[config.mk]
export PLATFORM = sky130hd
export DESIGN_NAME = gregorian_date_shifter_unit
export DESIGN_NICKNAME = d
export VERILOG_FILES = /design/src/hdl/gds_pkg.sv /design/src/hdl/gregorian_date_shifter_unit.sv /design/src/hdl/gds_day_step.sv
export SDC_FILE = /design/constraint.sdc
export NUM_CORES = 1
export LEC_CHECK = 0
export ABC_AREA = 1
export BUFFER_PORTS_ARGS = -buffer_cell sky130_fd_sc_hd__buf_4
export CORE_MARGIN = 2
export CORE_UTILIZATION = 60
export CTS_BUF_LIST = sky130_fd_sc_hd__clkbuf_16
export DETAILED_ROUTE_END_ITERATION = 10
export HOLD_SLACK_MARGIN = 0.05
export PLACE_DENSITY = 0.78
export SLEW_MARGIN = 5
export SYNTH_ARGS = -nofsm -noshare
export SYNTH_HDL_FRONTEND = slang
export SYNTH_HIERARCHICAL = 1
export SYNTH_SLANG_ARGS = --single-unit
[constraint.sdc]
create_clock -name clk -period 4.3 [get_ports clk]
set_input_delay 0 -clock clk [delete_from_list [all_inputs] [get_ports clk]]
set_output_delay 0 -clock clk [all_outputs]
set_load 0.02 [all_outputs]
[src/hdl/gds_pkg.sv]
// ---------------------------------------------------------------------------
// gds_pkg
// Shared types, calendar constants and month-length helpers for the
// Gregorian date shifter.
// ---------------------------------------------------------------------------
package gds_pkg;

  // Working year: signed so one step below year zero is visible.
  typedef logic signed [15:0] year_t;
  // Year modulo the 400-year Gregorian cycle.
  typedef logic [8:0] ymod_t;

  // Configuration register indexes
  localparam logic CFG_MIN_YEAR = 1'b0;
  localparam logic CFG_MAX_YEAR = 1'b1;

  localparam logic [13:0] MIN_YEAR_RST = 14'd1;
  localparam logic [13:0] MAX_YEAR_RST = 14'd9999;

  localparam ymod_t YEAR_CYCLE   = 9'd400;
  localparam ymod_t CENTURY      = 9'd100;
  localparam ymod_t CENTURY_2    = 9'd200;
  localparam ymod_t CENTURY_3    = 9'd300;
  localparam ymod_t YEAR_CYC_TOP = 9'd399;

  localparam logic [4:0] FEB_DAYS      = 5'd28;
  localparam logic [4:0] FEB_DAYS_LEAP = 5'd29;

  localparam logic [3:0] MONTH_FEB = 4'd2;
  localparam logic [3:0] MONTH_JAN = 4'd1;
  localparam logic [3:0] MONTH_DEC = 4'd12;

  // Steps of the restoring year-mod-400 reduction (400 << 5 .. 400 << 0)
  localparam logic [2:0] REDUCE_TOP = 3'd5;

  localparam logic [4:0] MONTH_LEN [12] = '{
    5'd31, 5'd28, 5'd31, 5'd30, 5'd31, 5'd30,
    5'd31, 5'd31, 5'd30, 5'd31, 5'd30, 5'd31
  };

  // 4/100/400 leap rule on the year residue; negative years are never leap
  function automatic logic is_leap(input ymod_t ymod, input logic neg);
    logic century;
    century = (ymod == '0) || (ymod == CENTURY) || (ymod == CENTURY_2) ||
              (ymod == CENTURY_3);
    return !neg && (ymod[1:0] == 2'b00) && !(century && ymod != '0);
  endfunction

  // Days in a month (1..12); anything else reads as 31
  function automatic logic [4:0] days_in(input logic [3:0] month, input logic leap);
    logic [4:0] len;
    if (month == MONTH_FEB) begin
      len = leap ? FEB_DAYS_LEAP : FEB_DAYS;
    end else if (month >= MONTH_JAN && month <= MONTH_DEC) begin
      len = MONTH_LEN[month - MONTH_JAN];
    end else begin
      len = 5'd31;
    end
    return len;
  endfunction

endpackage

[src/hdl/gregorian_date_shifter_unit.sv]
// ---------------------------------------------------------------------------
// gregorian_date_shifter_unit
// Shifts a Gregorian date by a signed number of days, one day per cycle,
// and flags a year that leaves the configured range.
// ---------------------------------------------------------------------------
//  channel  | direction | handshake             | payload
//  ---------+-----------+-----------------------+------------------------------------
//  in       | in        | in_valid / in_ready   | start_day, start_month, start_year,
//           |           |                       | day_shift
//  out      | out       | out_valid / out_ready | end_day, end_month, end_year,
//           |           |                       | out_of_range
//  cfg      | in        | cfg_write             | cfg_index, cfg_data
//
//  An accepted request runs through year-mod-400 reduction, a day-correction
//  step, one day per step through the shared one-day step unit, a final check
//  and a load into the output register.
//  An out-of-range year ends the stepping early.
//  Reset (rst, synchronous) returns to idle, empties the output register and
//  restores min_year = 1, max_year = 9999.
//  The result waits in the output register while in_ready is high again; a
//  finished request stalls in its last state until that register is free.
// ---------------------------------------------------------------------------
module gregorian_date_shifter_unit
  import gds_pkg::*;
#(
  parameter int SHIFT_WIDTH = 16
) (
  input  logic                          clk,
  input  logic                          rst,
  // configuration
  input  logic                          cfg_write,
  input  logic                          cfg_index,
  input  logic [13:0]                   cfg_data,
  // request
  input  logic                          in_valid,
  output logic                          in_ready,
  input  logic [4:0]                    start_day,
  input  logic [3:0]                    start_month,
  input  logic [13:0]                   start_year,
  input  logic signed [SHIFT_WIDTH-1:0] day_shift,
  // result
  output logic                          out_valid,
  input  logic                          out_ready,
  output logic [4:0]                    end_day,
  output logic [3:0]                    end_month,
  output logic [13:0]                   end_year,
  output logic                          out_of_range
);

  typedef enum logic [2:0] {
    S_IDLE,
    S_REDUCE,
    S_CLAMP,
    S_STEP,
    S_DONE
  } state_t;

  state_t                 state;
  logic [13:0]            min_year;
  logic [13:0]            max_year;

  // Working date and step count
  logic [4:0]             work_day;
  logic [3:0]             work_month;
  year_t                  work_year;
  ymod_t                  ymod;
  logic [13:0]            rem;
  logic [2:0]             red_cnt;
  logic [SHIFT_WIDTH-1:0] steps_left;
  logic                   backward;
  logic                   err;

  logic [SHIFT_WIDTH-1:0] shift_raw;
  logic [SHIFT_WIDTH-1:0] shift_mag;
  logic [3:0]             month_fix;
  logic [14:0]            red_diff;
  logic [4:0]             clamp_len;

  logic [4:0]             step_day;
  logic [3:0]             step_month;
  year_t                  step_year;
  ymod_t                  step_ymod;
  logic                   step_err;

  // Configuration registers
  always_ff @(posedge clk) begin
    if (rst) begin
      min_year <= MIN_YEAR_RST;
      max_year <= MAX_YEAR_RST;
    end else if (cfg_write) begin
      case (cfg_index)
        CFG_MIN_YEAR: min_year <= cfg_data;
        CFG_MAX_YEAR: max_year <= cfg_data;
        default:      ;
      endcase
    end
  end

  // Request decode: shift magnitude and month correction
  assign shift_raw = day_shift;
  assign shift_mag = shift_raw[SHIFT_WIDTH-1] ? (~shift_raw + 1'b1) : shift_raw;
  assign month_fix = (start_month == 4'd0) ? MONTH_JAN :
                     (start_month > MONTH_DEC) ? MONTH_DEC : start_month;

  // Restoring reduction of the year modulo 400
  assign red_diff = {1'b0, rem} - {1'b0, 14'({5'd0, YEAR_CYCLE} << red_cnt)};

  // Start-day correction against the month length
  assign clamp_len = days_in(work_month, is_leap(rem[8:0], 1'b0));

  // Shared one-day step unit
  gds_day_step u_step (
    .day        (work_day),
    .month      (work_month),
    .year       (work_year),
    .ymod       (ymod),
    .backward   (backward),
    .day_next   (step_day),
    .month_next (step_month),
    .year_next  (step_year),
    .ymod_next  (step_ymod)
  );

  // Range check in the direction of stepping
  assign step_err = backward ? (step_year < $signed({2'b00, min_year}))
                             : (step_year > $signed({2'b00, max_year}));

  assign in_ready = (state == S_IDLE);

  // Sequencer and output register
  always_ff @(posedge clk) begin
    if (rst) begin
      state     <= S_IDLE;
      out_valid <= 1'b0;
    end else begin
      // a result taken while the next one loads is handled in S_DONE
      if (out_valid && out_ready && state != S_DONE) begin
        out_valid <= 1'b0;
      end
      case (state)
        S_IDLE: begin
          if (in_valid) begin
            work_day   <= (start_day == 5'd0) ? 5'd1 : start_day;
            work_month <= month_fix;
            work_year  <= $signed({2'b00, start_year});
            rem        <= start_year;
            red_cnt    <= REDUCE_TOP;
            steps_left <= shift_mag;
            backward   <= shift_raw[SHIFT_WIDTH-1];
            err        <= 1'b0;
            state      <= S_REDUCE;
          end
        end
        S_REDUCE: begin
          if (!red_diff[14]) begin
            rem <= red_diff[13:0];
          end
          red_cnt <= red_cnt - 3'd1;
          if (red_cnt == 3'd0) begin
            state <= S_CLAMP;
          end
        end
        S_CLAMP: begin
          ymod <= rem[8:0];
          if (work_day > clamp_len) begin
            work_day <= clamp_len;
          end
          state <= S_STEP;
        end
        S_STEP: begin
          if (steps_left == '0) begin
            state <= S_DONE;
          end else begin
            work_day   <= step_day;
            work_month <= step_month;
            work_year  <= step_year;
            ymod       <= step_ymod;
            steps_left <= steps_left - 1'b1;
            if (step_err) begin
              err   <= 1'b1;
              state <= S_DONE;
            end
          end
        end
        S_DONE: begin
          if (!out_valid || out_ready) begin
            out_valid    <= 1'b1;
            out_of_range <= err;
            end_day      <= err ? 5'd0  : work_day;
            end_month    <= err ? 4'd0  : work_month;
            end_year     <= err ? 14'd0 : work_year[13:0];
            state        <= S_IDLE;
          end
        end
        default: state <= S_IDLE;
      endcase
    end
  end

  // An error result carries an all-zero date
  a_err_zero: assert property (@(posedge clk) disable iff (rst)
    out_valid && out_of_range |-> end_day == 5'd0 && end_month == 4'd0 && end_year == 14'd0)
    else $error("out_of_range result with nonzero date");

  // A good result is a real calendar date
  a_good_date: assert property (@(posedge clk) disable iff (rst)
    out_valid && !out_of_range |->
      end_day != 5'd0 && end_month != 4'd0 && end_month <= MONTH_DEC)
    else $error("result date out of calendar range");

  // Year residue stays inside the 400-year cycle while stepping
  a_ymod_range: assert property (@(posedge clk) disable iff (rst)
    state == S_STEP |-> ymod < YEAR_CYCLE)
    else $error("year residue out of range");

  // A taken request closes the input until the work is done
  a_one_at_a_time: assert property (@(posedge clk) disable iff (rst)
    in_valid && in_ready |=> !in_ready)
    else $error("request accepted while busy");

  // Day never exceeds its month length while stepping
  a_day_len: assert property (@(posedge clk) disable iff (rst)
    state == S_STEP && !work_year[15] |->
      work_day != 5'd0 && work_day <= days_in(work_month, is_leap(ymod, 1'b0)))
    else $error("working day out of month");

endmodule

[src/hdl/gds_day_step.sv]
// ---------------------------------------------------------------------------
// gds_day_step
// One-day step unit: moves a date forward or backward by a single day,
// carrying into month and year and tracking the year modulo 400.
// ---------------------------------------------------------------------------
module gds_day_step
  import gds_pkg::*;
(
  input  logic [4:0] day,
  input  logic [3:0] month,
  input  year_t      year,
  input  ymod_t      ymod,
  input  logic       backward,
  output logic [4:0] day_next,
  output logic [3:0] month_next,
  output year_t      year_next,
  output ymod_t      ymod_next
);

  logic       leap_cur;
  logic       leap_prev;
  logic [3:0] prev_month;
  year_t      prev_year;
  ymod_t      prev_ymod;
  ymod_t      succ_ymod;

  // Neighbor year values for a year carry
  assign prev_ymod  = (ymod == '0) ? YEAR_CYC_TOP : ymod - 9'd1;
  assign succ_ymod  = (ymod == YEAR_CYC_TOP) ? '0 : ymod + 9'd1;
  assign prev_year  = year - 16'sd1;
  assign prev_month = (month == MONTH_JAN) ? MONTH_DEC : month - 4'd1;
  assign leap_cur   = is_leap(ymod, year[15]);
  assign leap_prev  = (month == MONTH_JAN) ? is_leap(prev_ymod, prev_year[15]) : leap_cur;

  // Single-day move
  always_comb begin
    day_next   = day;
    month_next = month;
    year_next  = year;
    ymod_next  = ymod;
    if (backward) begin
      if (day <= 5'd1) begin
        month_next = prev_month;
        day_next   = days_in(prev_month, leap_prev);
        if (month == MONTH_JAN) begin
          year_next = prev_year;
          ymod_next = prev_ymod;
        end
      end else begin
        day_next = day - 5'd1;
      end
    end else begin
      if (day >= days_in(month, leap_cur)) begin
        day_next = 5'd1;
        if (month == MONTH_DEC) begin
          month_next = MONTH_JAN;
          year_next  = year + 16'sd1;
          ymod_next  = succ_ymod;
        end else begin
          month_next = month + 4'd1;
        end
      end else begin
        day_next = day + 5'd1;
      end
    end
  end

endmodule
After elaboration in Yosys (flattened, before gate mapping)
Memories as Yosys holds them, arrays and structs flattened.
Cells that the tools add are included.
{"block": "totals", "word_cells": 211, "n_memories": 2, "input_bits": 59, "ff_bits": 125, "rom_bits": 160, "output_inout_bits": 26}
{"block": "op_classes", "n_mux": 72, "n_shift": 1, "addsub": 13, "eq_ne": 31, "n_reduce_logical": 58, "n_bitwise": 5, "magnitude_cmp": 12}
{"name": "(no name shown)", "depth": 16, "word_bits": 5, "rd": 1, "rd_ports_with_merged_regs": 0, "write_ports": 0, "line_no": "gds_pkg.sv:55", "text": "len = MONTH_LEN[month - MONTH_JAN];"}
{"name": "(no name shown)", "depth": 16, "word_bits": 5, "rd": 1, "rd_ports_with_merged_regs": 0, "write_ports": 0, "line_no": "gds_pkg.sv:55"}
{"op": "16-bit two-way mux", "count": 10}
{"op": "5-bit two-way mux", "count": 17}
{"op": "9-bit two-way mux", "count": 8}
{"op": "16-bit one-hot mux with 2 select lines", "count": 2}
{"op": "9-bit equality test, second input constant", "count": 4}
{"op": "4-bit two-way mux", "count": 9}
{"op": "14-bit two-way mux", "count": 2}
{"op": "14-bit one-hot mux with 2 select lines", "count": 1}
{"op": "9-bit by 7-bit equality test with 1-bit output, second input constant", "count": 3}
{"op": "9-bit by 8-bit equality test with 1-bit output, second input constant", "count": 3}
{"op": "9-bit zero test", "count": 3}
{"op": "9-bit nonzero test", "count": 3}
{"op": "3-bit two-way mux", "count": 6}
{"op": "9-bit one-hot mux with 2 select lines", "count": 1}
{"op": "16-bit by 1-bit adder with 16-bit output, second input constant", "count": 1}
{"op": "16-bit by 2-bit adder with 16-bit output, second input constant", "count": 1}
{"op": "16-bit by 15-bit > comparator with 1-bit output", "count": 1}
{"op": "16-bit zero test", "count": 1}
{"op": "16-bit by 15-bit < comparator with 1-bit output", "count": 1}
{"op": "16-bit NOT", "count": 1}
{"op": "16-bit by 1-bit subtractor with 16-bit output, second input constant", "count": 1}
{"op": "16-bit by 2-bit subtractor with 16-bit output, second input constant", "count": 1}
{"op": "3-bit one-hot mux with 5 select lines", "count": 1}
{"op": "5-bit one-hot mux with 3 select lines", "count": 1}
{"op": "other kinds (46)", "count": 110}

Logic depth before layout (Yosys ltp)
{"block": "logic_depth", "depth_word": 18, "mapped_depth": 34, "ltp_nobuf": 34}

Cells and area by module
The synthesis kept the hierarchy.
{"mod": "gregorian_date_shifter_unit", "instances": 1, "cells_per_inst": 835, "seq_area_each_um2": 3433.3, "area_each_um2": 7026.7}
{"mod": "gds_day_step", "instances": 1, "cells_per_inst": 504, "seq_area_each_um2": 0.0, "area_each_um2": 2593.7}

Worst setup path before layout
No wires, ideal clock.
{"block": "synth_timing", "kind": "reg2reg", "start": "register work_month[0]", "end": "register err (enable)", "arrival_time_ns": 3.607, "required_time_ns": 3.994, "n_path_buf": 0, "period_less_slack_ns": 3.913, "setup_slack_ns": 0.387, "setup_time_ns": 0.306, "stages_incl_launch_ff": 30, "path_cell_list": "edfxtp_1 > inv_1 > ha_1 > inv_1 > nand2_1 > nand2_1 > nor2_1 > o21bai_1 > a211oi_1 > nor2_1 > ha_1 > o21ai_1 > nand2_1 > nand3_4 > clkinv_4 > nand3_1 > o21ai_1 > nand2_1 > xnor2_1 > ha_1 > nand2_1 > nor2_1 > o21ai_0 > nand3_1 > nand2_1 > nand2_1 > nand3_1 > nand2_1 > nand2_1 > a21boi_1"}
{"block": "synth_via", "elab_chain_len": 15, "word_cells_on_any_way": 25, "cone_classes": "add/sub: 1; order compare: 5; eq/ne: 4; mux: 11; bitwise: 1; reduce/logical: 2; memory: 1"}
{"item": "start, declared", "line_no": "gregorian_date_shifter_unit.sv:64", "text": "logic [3:0] work_month;"}
{"item": "start signal, assigned", "line_no": "gregorian_date_shifter_unit.sv:144", "text": "work_month <= month_fix;"}
{"item": "start signal, assigned", "line_no": "gregorian_date_shifter_unit.sv:175", "text": "work_month <= step_month;"}
{"item": "4-bit by 1-bit subtractor with 4-bit output", "line_no": "gds_pkg.sv:55"}
{"item": "4-bit NOT with 5-bit output (not written as such)", "line_no": "gds_pkg.sv:55"}
{"item": "memory 16 x 5 bit"}
{"item": "5-bit two-way mux (not written as such) (2 in a row)", "line_no": "gds_pkg.sv:55"}
{"item": "5-bit two-way mux", "line_no": "gds_pkg.sv:54", "text": "end else if (month >= MONTH_JAN && month <= MONTH_DEC) begin"}
{"item": "5-bit two-way mux", "line_no": "gds_pkg.sv:52", "text": "if (month == MONTH_FEB) begin"}
{"item": "5-bit two-way mux", "line_no": "gds_day_step.sv:41", "text": "if (backward) begin"}
{"item": "5-bit >= comparator", "line_no": "gds_day_step.sv:53", "text": "if (day >= days_in(month, leap_cur)) begin"}
{"item": "16-bit two-way mux", "line_no": "gds_day_step.sv:53"}
{"item": "16-bit two-way mux (*)", "line_no": "gds_day_step.sv:41"}
{"item": "named net step_year[6]", "line_no": "gregorian_date_shifter_unit.sv:81", "text": "year_t step_year;"}
{"item": "16-bit by 15-bit > comparator with 1-bit output / 16-bit by 15-bit < comparator with 1-bit output (equally long branches)", "line_no": "gregorian_date_shifter_unit.sv:126, gregorian_date_shifter_unit.sv:125"}
{"item": "1-bit two-way mux (*)", "line_no": "gregorian_date_shifter_unit.sv:125", "text": "assign step_err = backward ? (step_year < $signed({2'b00, min_year}))"}
{"item": "2-bit != test (no line) (*)"}
{"item": "5-bit AND reduction (no line) (*)"}
{"item": "end signal, assigned", "line_no": "gregorian_date_shifter_unit.sv:150", "text": "err <= 1'b0;"}
{"item": "end signal, assigned", "line_no": "gregorian_date_shifter_unit.sv:180", "text": "err <= 1'b1;"}
{"item": "end, declared", "line_no": "gregorian_date_shifter_unit.sv:71", "text": "logic err;"}
The timed path passes the listed nets; every way through them passes the cells marked *. The select of a mux whose other input is x is not followed.
A chain may end at the register's enable or synchronous reset.

Worst setup path after layout
{"block": "layout_timing", "start": "register work_month[1]", "end": "register err (enable)"}
The elaborated chain is that of the path after synthesis.

==> flow_metrics.py <==
metrics = {
    "pwr": {
        "total_leakage_power_nw": 5.45,
        "post-layout-total-power_mw": 5.66,
        "p_switching_mw": 2.33,
        "clock_group_share_of_total_power_pct": 24.3,
        "cellInternalPower_mw": 3.34,
        "irDropWorstVdd_v": 0.000362,
        "combinationalPowerShare_pct": 42.3,
        "switching_power_as_a_share_of_total_power_pct": 41.1,
        "power_density_nw_per_um2": 483,
        "seqPwrFrac_pct": 33.4,
    },
    "min_path": {
        "hold_crit_depth": 4,
        "worstHoldPathType": "in2reg",
        "worstHoldStart": "day_shift[2]",
        "hold-path-endpoint": "steps_left[2]$_DFFE_PP_",
    },
    "place": {
        "gp_congestion": 0.973,
        "dpl-instance-area_sq_um": 10500,
        "dpl.hpwl_um": 18100,
        "buffer_ports.inserted": 84,
        "placed_cells_incl_taps": 1618,
    },
    "yosys": {
        "asyncSetResetFlopFracSynth_pct": 0,
        "synth.top_cells.by_area": "sky130_fd_sc_hd__edfxtp_1, sky130_fd_sc_hd__nand2_1, sky130_fd_sc_hd__ha_1",
        "yosysUniqueCellTypes": 59,
        "synthCells": 1339,
        "syn-cell-area_sq_um": 9620,
        "synth.ff_latch_count": 125,
        "synth-main-ff-cell": "sky130_fd_sc_hd__edfxtp_1",
        "synthesis.area_per_instance_sq_um": 7.18,
        "netlist_top_cells_count": "sky130_fd_sc_hd__nand2_1, sky130_fd_sc_hd__inv_1, sky130_fd_sc_hd__nor2_1",
        "syn-num-nets": 1461,
        "synth_enable_flop_cells": 93,
        "synthesis.yosys.warnings": 6,
        "synth_most_common_cell": "sky130_fd_sc_hd__nand2_1",
        "seq_area_frac_synth_pct": 35.7,
        "synth_largest_area_cell": "sky130_fd_sc_hd__edfxtp_1",
        "synth.top_cell.area_share_pct": 29.0,
    },
    "cts": {
        "cts_tree": "built",
        "cts-htree-levels": 4,
        "clk_latency_ns": 0.42,
        "cts_buffer_depth": 2,
        "clk_root_buffer_cell": "sky130_fd_sc_hd__clkbuf_16",
        "clk_transition_reported_paths_ns": 0.06,
        "cts_made_buffers": 17,
        "cts_num_sinks": 125,
    },
    "worst_setup_path": {
        "critPathRequiredTime_ns": 4.43,
        "worst_r2r_path_depth": 27,
        "regToRegStartpoint": "work_month[1]$_DFFE_PP_",
        "cp_data_arrival_time_ns": 4.13,
        "worst_setup_path_end_kind": "flop",
        "cp-start-kind": "flop",
        "worst-r2r-setup-slack_ns": 0.30,
        "setup.worst_path.class": "reg2reg",
        "r2r_end": "err$_DFFE_PP_",
        "worst-path-max-fanout": 8,
    },
    "sta": {
        "fmax_mhz": 250,
        "timing_worst_slew_pin_value_ns": 0.900,
        "min_period_over_period_pct": 93.1,
        "timing.final.hold_violations": 0,
        "final.setup_skew_ns": 0.0100,
        "slew_violations": 0,
        "final.min_clock_period_ns": 4.00,
        "slew_headroom_pct": 40.0,
        "report.final.setup_viol": 0,
        "whs_ns": 0.108,
        "tns_ns": 0,
    },
    "final_layout": {
        "drive_above_1_share_pct": 14.3,
        "finish.cell_count_without_fillers": 1710,
        "finish.net_count": 1603,
        "diodes_inserted": 0,
        "post-route-cell-area_sq_um": 11700,
        "area_delta_synth_final_pct": 21.8,
    },
    "grt": {
        "maximum_number_of_pins_on_one_net_before_global_route_repair": 57,
        "grt_overflow_total": 0,
        "total_routing_resource_utilization_after_global_routing_pct": 30.7,
        "grt_pass1_vias": 8650,
        "first_pass_grt_wire_length_um": 41200,
        "antenna_found_initial": 0,
    },
    "detailed_routing": {
        "ant_nets": 0,
        "drt_iter0_markers": 794,
        "detail_route.first_pass.iterations": 5,
        "wl_um": 25900,
        "routed-via-count": 9390,
        "post-route-drc-count": 0,
        "avgViaCountPerCell": 5.49,
        "average_routed_wire_per_standard_cell_um": 15.2,
    },
    "die": {
        "dieHeight_um": 131,
        "start_util_pct": 61.0,
        "placeableCoreArea_sq_um": 15800,
        "top_level_ports": 85,
        "site_row_count": 46,
        "die_width_um": 131,
        "fp.dieArea_sq_um": 17100,
    },
    "status": {
        "run_status": "complete, no violations",
    },
    "run": {
        "cap_violations": 0,
    },
}
-- worst max-delay path by stage --
stage | startpoint | end
after global placement | work_month[1]$_DFFE_PP_ | state[1]$_SDFFE_PP0P_
after CTS | work_month[1]$_DFFE_PP_ | state[1]$_SDFFE_PP0P_
after global routing | work_month[0]$_DFFE_PP_ | state[1]$_SDFFE_PP0P_
after floorplan | work_month[0]$_DFFE_PP_ | err$_DFFE_PP_
after detailed placement | work_month[1]$_DFFE_PP_ | state[1]$_SDFFE_PP0P_
final | work_month[1]$_DFFE_PP_ | err$_DFFE_PP_
-- area by class of cell --
type                            instances  area, sq um
Tap cell                              216          270
Sequential cell                       125         3430
Fill cell                            1283         4050
Inverter                              200          764
Multi-Input combinational cell        976         5330
Clock inverter                         12         65.1
Clock buffer                           20          500
Timing Repair Buffer                  161         1360
-- worst max-delay path: stages (launching register included) --
cell                       delay, ns
sky130_fd_sc_hd__edfxtp_1       0.39
sky130_fd_sc_hd__inv_2          0.10
sky130_fd_sc_hd__ha_2           0.20
sky130_fd_sc_hd__nand2_1        0.07
sky130_fd_sc_hd__nand2_2        0.11
sky130_fd_sc_hd__nor2_4         0.04
sky130_fd_sc_hd__o21bai_1       0.16
sky130_fd_sc_hd__a211oi_2       0.20
sky130_fd_sc_hd__nor2_1         0.07
sky130_fd_sc_hd__ha_1           0.27
sky130_fd_sc_hd__o21ai_1        0.16
sky130_fd_sc_hd__nand2_2        0.10
sky130_fd_sc_hd__nand3_4        0.09
sky130_fd_sc_hd__clkinv_4       0.10
sky130_fd_sc_hd__nand3_2        0.09
sky130_fd_sc_hd__o21ai_1        0.09
sky130_fd_sc_hd__nand2_1        0.12
sky130_fd_sc_hd__nand2_1        0.06
sky130_fd_sc_hd__nand2_1        0.11
sky130_fd_sc_hd__inv_1          0.09
sky130_fd_sc_hd__ha_1           0.29
sky130_fd_sc_hd__a21oi_1        0.17
sky130_fd_sc_hd__o21ai_0        0.11
sky130_fd_sc_hd__a21oi_1        0.15
sky130_fd_sc_hd__nand2_1        0.07
sky130_fd_sc_hd__nand2_1        0.07
sky130_fd_sc_hd__nand2_2        0.09
sky130_fd_sc_hd__a21boi_2       0.16
-- power groups by stage --
stage	Combinational (mW)	Clock (mW)	Sequential, mW
after floorplan	1.67	0	1.85
after global placement	2.19	0	1.89
after detailed placement	2.25	0	1.90
after CTS	2.31	1.38	1.88
after global routing	2.69	1.43	1.91
final	2.40	1.38	1.89
-- repair_timing --
item                                   in CTS  in global routing
hold buffers                               59                  0
gates resized for setup                     0                 17
setup endpoints to repair                   0                  4
endpoints found under the hold margin      87                  0
buffers inserted                            0                  1
-- layer usage --
metal | GRT usage, % | up-vias | routed length [um]
met1 | 40.4 | 4297 | 11000
li1 | - | 4660 | -
met3 | 4.97 | 57 | 1950
met4 | 12.6 | 0 | 768
met2 | 50.7 | 376 | 12200
met5 | 0 | - | 0
-- cell usage in the layout, fill, tap and decap left out, drive strengths merged, types with 2 or more instances in the layout --
master / netlist / routed
nand2: 376 / 376
inv: 197 / 205
nor2: 145 / 145
buf: 18 / 102
o21ai: 102 / 102
edfxtp: 93 / 93
nand3: 85 / 85
a21oi: 70 / 70
ha: 63 / 63
dlygate4sd3: 0 / 59
dfxtp: 32 / 32
xor2: 32 / 32
nor3: 23 / 23
clkbuf: 20 / 20
nand4: 16 / 16
o211ai: 14 / 14
xnor2: 9 / 9
clkinv: 3 / 7
o31ai: 6 / 6
nor3b: 4 / 4
or2: 4 / 4
o21bai: 3 / 3
a21o: 3 / 3
a31oi: 3 / 3
o22a: 2 / 2
o21a: 2 / 2
o22ai: 2 / 2
o221ai: 2 / 2
-- state kept, by name, summed over array words and instances, names as in the netlist, 3 cells and up --
name        count
max_year       14
red_cnt         3
end_day         5
work_day        5
work_month      4
ymod            9
rem            14
end_year       14
steps_left     16
end_month       4
state           3
work_year      16
min_year       14
-- per-stage QoR --
stage	worst slack, ns	util [%]
finish	0.297	74.3
CTS	0.137	73.8
floorplan	0.387	-
global route	-0.0393	74.3
detailed placement	0.194	66.5
global placement	0.302	66.5
-- logic make-up after synthesis --
family	share of synthesized area, %
adder cells (fa/ha/maj)	8.19
AND/OR/NAND/NOR	29.8
multiplexers	0.104
AO/OA/AOI/OAI	12.7
XOR/XNOR	3.73
flip-flops	35.7
buffers and inverters	9.81
Power figures use the tool's default switching activity.
